## src/sv/buddy_page_allocator_macros.svh

```systemverilog
// Assertion helpers for the buddy page allocator.
// Both expect clk and rst_n in scope.
`ifndef BUDDY_PAGE_ALLOCATOR_MACROS_SVH
`define BUDDY_PAGE_ALLOCATOR_MACROS_SVH

`ifndef SYNTHESIS
`define BPA_ASSERT_IMPL(name, ante, cons) \
    name: assert property (@(posedge clk) disable iff (!rst_n) (ante) |-> (cons)) \
        else $error("assertion failed: %m");
`define BPA_ASSERT_NEXT(name, ante, cons) \
    name: assert property (@(posedge clk) disable iff (!rst_n) (ante) |=> (cons)) \
        else $error("assertion failed: %m");
`else
`define BPA_ASSERT_IMPL(name, ante, cons)
`define BPA_ASSERT_NEXT(name, ante, cons)
`endif

`endif

```

## src/sv/bpa_pkg.sv

```systemverilog
package bpa_pkg;

    localparam int NUM_PAGES_DEF   = 1024;
    localparam int ORDER_LIMIT_DEF = 10;

    localparam int CFG_IDX_W = 1;
    localparam logic [CFG_IDX_W-1:0] CFG_MANAGED_PAGES = 1'b0;
    localparam logic [CFG_IDX_W-1:0] CFG_MAX_ORDER     = 1'b1;

    typedef enum logic [1:0] {
        FUNC_ALLOC       = 2'd0,
        FUNC_FREE        = 2'd1,
        FUNC_ADD_RANGE   = 2'd2,
        FUNC_ALLOC_EXACT = 2'd3
    } func_t;

    typedef enum logic [1:0] {
        ST_OK       = 2'd0,
        ST_NO_BLOCK = 2'd1,
        ST_REJECT   = 2'd2
    } status_t;

    typedef enum logic [4:0] {
        S_CLEAR, S_IDLE, S_DISPATCH, S_SEARCH,
        S_UNL_A, S_UNL_B, S_UNL_C,
        S_SPLIT, S_APP_CHK, S_APP_W, S_APP_L,
        S_FREE_CHK, S_MERGE, S_MERGE_CHK, S_MERGE_UP,
        S_RANGE, S_DONE
    } state_t;

    typedef enum logic [4:0] {
        OP_NONE, OP_CLEAR, OP_LOAD, OP_REJECT, OP_NOBLK,
        OP_ALLOC_INIT, OP_SEARCH_NEXT, OP_TAKE,
        OP_UNL_A, OP_UNL_B, OP_UNL_C,
        OP_APP_CUR, OP_APP_W, OP_APP_L,
        OP_SPLIT, OP_ALLOC_OK,
        OP_FREE_RD, OP_MERGE_RD, OP_MERGE_UP,
        OP_RANGE_STEP, OP_EMIT
    } op_t;

    typedef struct packed {
        op_t op;
    } ctrl_cmd_t;

    typedef struct packed {
        func_t func;
        logic  clr_done;
        logic  alloc_bad;
        logic  free_bad;
        logic  range_bad;
        logic  search_hit;
        logic  search_last;
        logic  split_more;
        logic  need_range;
        logic  rd_flag;
        logic  merge_more;
        logic  merge_match;
        logic  tail_ok;
        logic  range_more;
        logic  out_free;
    } dp_stat_t;

endpackage

```

## src/sv/bpa_ctrl.sv

```systemverilog
module bpa_ctrl (
    input  logic               clk,
    input  logic               rst_n,
    input  logic               req_valid,
    output logic               req_ready,
    input  bpa_pkg::dp_stat_t  stat,
    output bpa_pkg::ctrl_cmd_t cmd
);

    bpa_pkg::state_t state_reg, state_next;
    bpa_pkg::state_t unl_ret_reg, unl_ret_next;
    bpa_pkg::state_t app_ret_reg, app_ret_next;

    always_ff @(posedge clk or negedge rst_n)
    begin
        if (!rst_n)
        begin
            state_reg   <= bpa_pkg::S_CLEAR;
            unl_ret_reg <= bpa_pkg::S_IDLE;
            app_ret_reg <= bpa_pkg::S_IDLE;
        end
        else
        begin
            state_reg   <= state_next;
            unl_ret_reg <= unl_ret_next;
            app_ret_reg <= app_ret_next;
        end
    end

    // next state and return points
    always_comb
    begin
        state_next   = state_reg;
        unl_ret_next = unl_ret_reg;
        app_ret_next = app_ret_reg;
        case (state_reg)
            bpa_pkg::S_CLEAR:
                if (stat.clr_done) state_next = bpa_pkg::S_IDLE;
            bpa_pkg::S_IDLE:
                if (req_valid) state_next = bpa_pkg::S_DISPATCH;
            bpa_pkg::S_DISPATCH:
            begin
                case (stat.func)
                    bpa_pkg::FUNC_ALLOC, bpa_pkg::FUNC_ALLOC_EXACT:
                        state_next = stat.alloc_bad ? bpa_pkg::S_DONE : bpa_pkg::S_SEARCH;
                    bpa_pkg::FUNC_FREE:
                        state_next = stat.free_bad ? bpa_pkg::S_DONE : bpa_pkg::S_FREE_CHK;
                    default:
                        state_next = stat.range_bad ? bpa_pkg::S_DONE : bpa_pkg::S_RANGE;
                endcase
            end
            bpa_pkg::S_SEARCH:
            begin
                if (stat.search_hit)
                begin
                    state_next   = bpa_pkg::S_UNL_A;
                    unl_ret_next = bpa_pkg::S_SPLIT;
                end
                else if (stat.search_last)
                    state_next = bpa_pkg::S_DONE;
            end
            bpa_pkg::S_UNL_A: state_next = bpa_pkg::S_UNL_B;
            bpa_pkg::S_UNL_B: state_next = bpa_pkg::S_UNL_C;
            bpa_pkg::S_UNL_C: state_next = unl_ret_reg;
            bpa_pkg::S_SPLIT:
            begin
                if (stat.split_more)
                begin
                    state_next   = bpa_pkg::S_APP_CHK;
                    app_ret_next = bpa_pkg::S_SPLIT;
                end
                else if (stat.func == bpa_pkg::FUNC_ALLOC_EXACT && stat.need_range)
                    state_next = bpa_pkg::S_RANGE;
                else
                    state_next = bpa_pkg::S_DONE;
            end
            bpa_pkg::S_APP_CHK:
            begin
                if (stat.rd_flag)
                begin
                    state_next   = bpa_pkg::S_UNL_A;
                    unl_ret_next = bpa_pkg::S_APP_W;
                end
                else
                    state_next = bpa_pkg::S_APP_W;
            end
            bpa_pkg::S_APP_W:
                state_next = stat.tail_ok ? bpa_pkg::S_APP_L : app_ret_reg;
            bpa_pkg::S_APP_L: state_next = app_ret_reg;
            bpa_pkg::S_FREE_CHK:
                state_next = stat.rd_flag ? bpa_pkg::S_DONE : bpa_pkg::S_MERGE;
            bpa_pkg::S_MERGE:
            begin
                if (stat.merge_more)
                    state_next = bpa_pkg::S_MERGE_CHK;
                else
                begin
                    state_next   = bpa_pkg::S_APP_CHK;
                    app_ret_next = bpa_pkg::S_DONE;
                end
            end
            bpa_pkg::S_MERGE_CHK:
            begin
                if (stat.merge_match)
                begin
                    state_next   = bpa_pkg::S_UNL_A;
                    unl_ret_next = bpa_pkg::S_MERGE_UP;
                end
                else
                begin
                    state_next   = bpa_pkg::S_APP_CHK;
                    app_ret_next = bpa_pkg::S_DONE;
                end
            end
            bpa_pkg::S_MERGE_UP: state_next = bpa_pkg::S_MERGE;
            bpa_pkg::S_RANGE:
            begin
                if (stat.range_more)
                begin
                    state_next   = bpa_pkg::S_APP_CHK;
                    app_ret_next = bpa_pkg::S_RANGE;
                end
                else
                    state_next = bpa_pkg::S_DONE;
            end
            bpa_pkg::S_DONE:
                if (stat.out_free) state_next = bpa_pkg::S_IDLE;
            default: state_next = bpa_pkg::S_IDLE;
        endcase
    end

    // datapath commands
    always_comb
    begin
        cmd.op    = bpa_pkg::OP_NONE;
        req_ready = 1'b0;
        case (state_reg)
            bpa_pkg::S_CLEAR:
                if (!stat.clr_done) cmd.op = bpa_pkg::OP_CLEAR;
            bpa_pkg::S_IDLE:
            begin
                req_ready = 1'b1;
                if (req_valid) cmd.op = bpa_pkg::OP_LOAD;
            end
            bpa_pkg::S_DISPATCH:
            begin
                case (stat.func)
                    bpa_pkg::FUNC_ALLOC, bpa_pkg::FUNC_ALLOC_EXACT:
                        cmd.op = stat.alloc_bad ? bpa_pkg::OP_REJECT : bpa_pkg::OP_ALLOC_INIT;
                    bpa_pkg::FUNC_FREE:
                        cmd.op = stat.free_bad ? bpa_pkg::OP_REJECT : bpa_pkg::OP_FREE_RD;
                    default:
                        cmd.op = stat.range_bad ? bpa_pkg::OP_REJECT : bpa_pkg::OP_NONE;
                endcase
            end
            bpa_pkg::S_SEARCH:
            begin
                if (stat.search_hit)       cmd.op = bpa_pkg::OP_TAKE;
                else if (stat.search_last) cmd.op = bpa_pkg::OP_NOBLK;
                else                       cmd.op = bpa_pkg::OP_SEARCH_NEXT;
            end
            bpa_pkg::S_UNL_A: cmd.op = bpa_pkg::OP_UNL_A;
            bpa_pkg::S_UNL_B: cmd.op = bpa_pkg::OP_UNL_B;
            bpa_pkg::S_UNL_C: cmd.op = bpa_pkg::OP_UNL_C;
            bpa_pkg::S_SPLIT:
                cmd.op = stat.split_more ? bpa_pkg::OP_SPLIT : bpa_pkg::OP_ALLOC_OK;
            bpa_pkg::S_APP_W: cmd.op = bpa_pkg::OP_APP_W;
            bpa_pkg::S_APP_L: cmd.op = bpa_pkg::OP_APP_L;
            bpa_pkg::S_FREE_CHK:
                if (stat.rd_flag) cmd.op = bpa_pkg::OP_REJECT;
            bpa_pkg::S_MERGE:
                cmd.op = stat.merge_more ? bpa_pkg::OP_MERGE_RD : bpa_pkg::OP_APP_CUR;
            bpa_pkg::S_MERGE_CHK:
                if (!stat.merge_match) cmd.op = bpa_pkg::OP_APP_CUR;
            bpa_pkg::S_MERGE_UP: cmd.op = bpa_pkg::OP_MERGE_UP;
            bpa_pkg::S_RANGE:
                if (stat.range_more) cmd.op = bpa_pkg::OP_RANGE_STEP;
            bpa_pkg::S_DONE:
                if (stat.out_free) cmd.op = bpa_pkg::OP_EMIT;
            default: cmd.op = bpa_pkg::OP_NONE;
        endcase
    end

endmodule

```

## config.mk

```make
export PLATFORM = sky130hd
export DESIGN_NAME = bpa_ctrl
export DESIGN_NICKNAME = d
export VERILOG_FILES = /design/src/sv/buddy_page_allocator_macros.svh /design/src/sv/bpa_pkg.sv /design/src/sv/bpa_ctrl.sv
export SDC_FILE = /design/constraint.sdc
export NUM_CORES = 1
export LEC_CHECK = 0
export BUFFER_PORTS_ARGS = -buffer_cell sky130_fd_sc_hd__buf_4
export CAP_MARGIN = 20
export CORE_UTILIZATION = 27
export CTS_CLUSTER_SIZE = 20
export DETAILED_ROUTE_END_ITERATION = 8
export PLACE_DENSITY = 0.46
export RECOVER_POWER = 100
export SETUP_SLACK_MARGIN = 0.15
export SYNTH_ARGS = -nofsm -noshare
export SYNTH_HDL_FRONTEND = slang
export SYNTH_SLANG_ARGS = --single-unit
```

## constraint.sdc

```tcl
create_clock -name clk -period 2 [get_ports clk]
set_input_delay 0.6 -clock clk [delete_from_list [all_inputs] [get_ports clk]]
set_output_delay 0.6 -clock clk [all_outputs]
set_load 0.02 [all_outputs]
```

# Word-level counts from Yosys, hierarchy flattened
# Index checks and enable logic that the tools add are counted.
# totals
reg_bits	15
latchBits	0
ram_bits	0
mem_bits_ro	0
inputBits	19
output_inout_bits	6
wordCells	84
n_memories	0
# op_classes
addsub	0
multipliers	0
n_div	0
magnitude_cmp	0
eq_ne	29
shifts	0
mux	43
bitwise	0
n_reduce_logical	9
# ops
operator	count
$mux W5	24
$pmux W5 S17	1
$pmux W5 S16	1
$eq A5 B4 Y1 const B	8
$eq A5 B3 Y1 const B	4
$ne A2 B2 Y1 const B	10
$pmux W5 S2	2
$pmux W5 S4	1
$pmux W5 S3	1
$mux W4	3
$eq A5 B2 Y1 const B	2
$mux W2	5
$reduce_and A4 Y1	2
$mux W3	2
$eq A5 B1 Y1 const B	1
$eq A5 B5 Y1 const B	1
$logic_not A5 Y1	1
$reduce_and A5 Y1	1
$reduce_bool A4 Y1	1
$mux W1	3
$ne A3 B3 Y1 const B	1
$reduce_bool A3 Y1	1
$eq A2 B1 Y1 const B	1
$eq A2 B2 Y1 const B	1
3 further kinds	3

# Logic depth before layout (Yosys ltp)
# logic_depth
ltp_word	5
mapped_depth	7
depth_no_buf	7

# Worst setup path before layout
# Ideal clock, no wire load.
# synth_path
path_type	reg2out
from	reg state_reg[1]
to	out cmd[0] (netlist bit)
arrival_time_ns	1.632
slack_ns	-0.232
path_stages_with_launch	6
n_path_buf	2
path_cell_list	dfrtp_1 clkbuf_1 clkbuf_1 nor3_1 a2111oi_0 nand2_1
# synth_rtl
element	line_no	rtl
start: declaration	bpa_ctrl.sv:10	bpa_pkg::state_t state_reg, state_next;
start signal: assignment	bpa_ctrl.sv:18	state_reg <= bpa_pkg::S_CLEAR;
start signal: assignment	bpa_ctrl.sv:24	state_reg <= state_next;
end: declaration	bpa_ctrl.sv:7	output bpa_pkg::ctrl_cmd_t cmd

==> Flow_metrics.wiki <==
{| class="wikitable"
! Metric !! Value
|-
| Run status || finished with violations
|-
| Violated checks || DRC, setup timing
|-
| Starting density of the core || 0.2886
|-
| Number of buffers inserted during clock tree synthesis || 3
|-
| RSZ-0062 raised after global routing || true
|-
| Routed via count divided by cell count || 5.745
|-
| Final std cell area, no fill || 2475 um2
|-
| Boundary Pins || 25
|-
| Average cell area after synthesis || 7.263 um2
|-
| Worst path top cell family by delay || simple AND/OR/NAND/NOR gates
|-
| Worst hold margin || 403.2 ps
|-
| DRC marker count from the first detailed-route iteration || 132
|-
| Largest buffer count on any clock path || 2
|-
| Basic-gate share of the synthesized area counting and, or, nand and nor cells || 0.3888
|-
| Gate count of the mapped netlist || 179
|-
| Count of antenna-violating nets left after detailed routing || 0
|-
| Clk_lat worst skew || 250 ps
|-
| Ordered cell list for the critical path || or3b_4 > nor3_1 > a2111oi_2 > nand2_1 > buf_6
|-
| # placed instances || 295
|-
| R2r endpoint || state_reg[0]
|-
| Worst setup path endpoint || cmd[0]
|-
| Row count || 24
|-
| CP arrival || 1820 ps
|-
| Number of synthesized flops with an enable pin || 0
|-
| Post-Synth XOR/XNOR Area || 0.006737
|-
| Number of buffers inserted for hold repair after clock tree synthesis || 0
|-
| TritonCTS clock tree || done
|-
| Count of final max-slew check failures || 0
|-
| R2r setup slk || 10 ps
|-
| Combinational family with the most area after synthesis || simple AND/OR/NAND/NOR gates
|-
| Leakage power || 1.044 nW
|-
| Number of distinct standard cells referenced by the synthesized netlist || 49
|-
| Max FFs per register || 5
|-
| VDD IR-drop max || 693.5 uV
|-
| Element type at the critical path start || register
|-
| Stages on the worst setup path || 5
|-
| Iteration count of the initial detailed-routing pass || 6
|-
| Class of the most critical hold timing path || primary input to asynchronous set/reset pin
|-
| Transition time at the pin with the least slew margin || 778.3 ps
|-
| Delay of the slowest cell on the worst path || 470 ps
|-
| Most used flip-flop cell after synthesis || sky130_fd_sc_hd__dfrtp_1
|-
| Synth Register Bits || 12
|-
| Combined area of all synthesized cells || 1300 um2
|-
| CTS H-tree lvls || 1
|-
| Final Skew || 3.054 ps
|-
| Dominant cells by area after synthesis || sky130_fd_sc_hd__dfrtp_1 (19%), sky130_fd_sc_hd__nor3_1 (5.4%), sky130_fd_sc_hd__nor2_1 (5.2%), sky130_fd_sc_hd__a21oi_1 (4.2%), sky130_fd_sc_hd__a211oi_1 (4.0%)
|-
| Total global routing track utilization || 0.2353
|-
| Warnings, synthesis || 0
|-
| Post-synthesis adder-cell area fraction || 0.02887
|-
| Fin nets || 282
|-
| Post-layout instance count excluding filler cells || 310
|-
| Number of antenna cells inserted || 0
|-
| Number of clock sinks || 12
|-
| Mux contribution to synthesized area || 0.01540
|-
| Share of post-route cells with drive strength above 1 || 0.5620
|-
| Depth of the worst register-to-register path || 6
|-
| Overall power consumption || 3.342 mW
|-
| Worst Path Class, Setup || register to output pin
|-
| Die Ht || 71.39 um
|-
| Vias in the first global route || 1,821
|-
| Start of the worst register-to-register path || state_reg[3]
|-
| Setup crit end kind || output pin
|-
| Endpoint required time on the critical path || 1400 ps
|-
| Clock period minus final worst setup slack || 2415 ps
|-
| Synth Area in Compound Gates || 0.2628
|-
| Core ar. || 4504 um2
|-
| Highest clock frequency the design can meet || 0.4140 GHz
|-
| Total routed wirelength || 5.814 mm
|-
| Total congestion overflow || 0
|-
| Dominant cell type by area after synthesis || sky130_fd_sc_hd__dfrtp_1
|-
| Critical path launch point || state_reg[3]
|-
| Area share of the largest cell type after synthesis || 0.1925
|-
| Antenna violations before repair || 0
|-
| Global-route wire length before repair || 9.321 mm
|-
| Max-cap violation count || 0
|-
| Width of the chip || 71.39 um
|-
| Final hold violation count || 0
|-
| Cell Pwr Density || 1350 nW/um2
|-
| Crit path max fanout || 4
|-
| Final worst path period share || 1.208
|-
| Portion of the post-synthesis area used by sequential elements || 0.2329
|-
| Final setup slack of the worst path || -415.4 ps
|-
| Worst-path clk slew || 60 ps
|-
| Die area || 5097 um2
|-
| Remaining DRCs || 2
|-
| Final setup violation count || 6
|-
| Count of buffering cells on the critical path with inverters included || 1
|-
| DPL Wire Length || 4.278 mm
|-
| Final core area utilization || 0.5494
|-
| Buffers added on ports || 24
|-
| Mean routed wirelength per cell || 18.75 um
|-
| Layout Area Growth over Synthesis || 90.38%
|-
| Via count || 1,781
|-
| GPL Wtd Cong || 0.8971
|-
| Net count of the mapped netlist || 201
|-
| Post-detailed-placement cell area || 2021 um2
|-
| Slew margin rel. || 0.4812
|-
| Pin count of the biggest net entering global routing || 18
|-
| Root buf cell || sky130_fd_sc_hd__clkbuf_8
|-
| Cell with the biggest individual delay on the critical path || sky130_fd_sc_hd__dfrtp_1
|-
| Proportion of register bits with asynchronous set or reset after synthesis || 1.000
|}
==> worst register-to-register path: cells and delay by family (launching register included) <==
family,cells,cell delay (ps)
simple gates,2,850
flops,1,470
compound gates,3,430
buf+inv,1,150
==> synth_stat cells, drive strengths merged (3+ instances only) <==
cell and number:
inv 7, o31ai 3, and3b 3, buf 4, dfrtp 10, nand3b 3
ha 3, a211oi 7, clkbuf 9, nor2b 7, or3 4, nand2 12
o21ai 8, a21oi 11, nand2b 6, nor3b 3, nor4 4, nor2 18
nor3 14, nand3 7, nand4 3
==> worst min path at each step <==
stage	startpoint	end	slack [ps]
after global placement	rst_n	state_reg[1]	460
after global routing	rst_n	app_ret_reg[3]	450
after CTS	rst_n	app_ret_reg[3]	200
after detailed placement	rst_n	state_reg[1]	460
final	rst_n	app_ret_reg[3]	400
after floorplan	rst_n	app_ret_reg[2]	300
==> metrics by stage <==
stage                     setup slack (ps)  setup TNS [ps]
final                               -415.4           -1823
after global routing                -424.7           -2020
after CTS                           -420.8           -1546
after detailed placement            -556.7           -1846
after global placement              -455.7           -1633
after floorplan                     -190.5          -199.0
==> cell type report <==
cell class / instances / area [um2]
Clock buffer: 3 / 41.29
Fill cell: 401 / 2029
Sequential cell: 12 / 306.5
Multi-Input combinational cell: 147 / 1226
Inverter: 7 / 38.79
Tap cell: 52 / 65.06
Timing Repair Buffer: 89 / 797.0
==> logic make-up after synthesis <==
family / count (synthesis)
compound gates: 50
xor+xnor: 1
fa+ha+maj: 3
buf+inv: 20
flops: 12
mux: 2
simple gates: 91
==> power breakdown <==
group          leakage, nW  internal [mW]  switching (mW)
clock               0.0216          0.133           0.103
combinational        0.882           1.34            1.28
sequential           0.140          0.360           0.128
==> placed cells by master, fill, tap and decap left out, drive strengths merged, types with 4 or more instances in the layout <==
| cell type | count |
|---|---|
| a211oi | 7 |
| a21oi | 11 |
| buf | 88 |
| clkbuf | 4 |
| dfrtp | 10 |
| inv | 7 |
| nand2 | 12 |
| nand2b | 6 |
| nand3 | 7 |
| nor2 | 18 |
| nor2b | 7 |
| nor3 | 14 |
| nor4 | 4 |
| o21ai | 8 |
| or3 | 4 |
==> per-layer routing <==
layer  routed length [um]  up-vias  global-route usage
met3                  345       14             0.02672
li1                     -      832                   -
met4                  182        0             0.07778
met5                    0        -                   0
met2                 2900       68              0.4021
met1                 2386      867              0.3090
==> what timing repair did <==
action                                  in CTS  in global routing
buffers inserted                             6                  6
gates resized for setup                     41                 38
endpoints found under the setup margin      15                 15
pin swaps                                   20                 12
No activity file was read; power rests on OpenSTA's default activity.
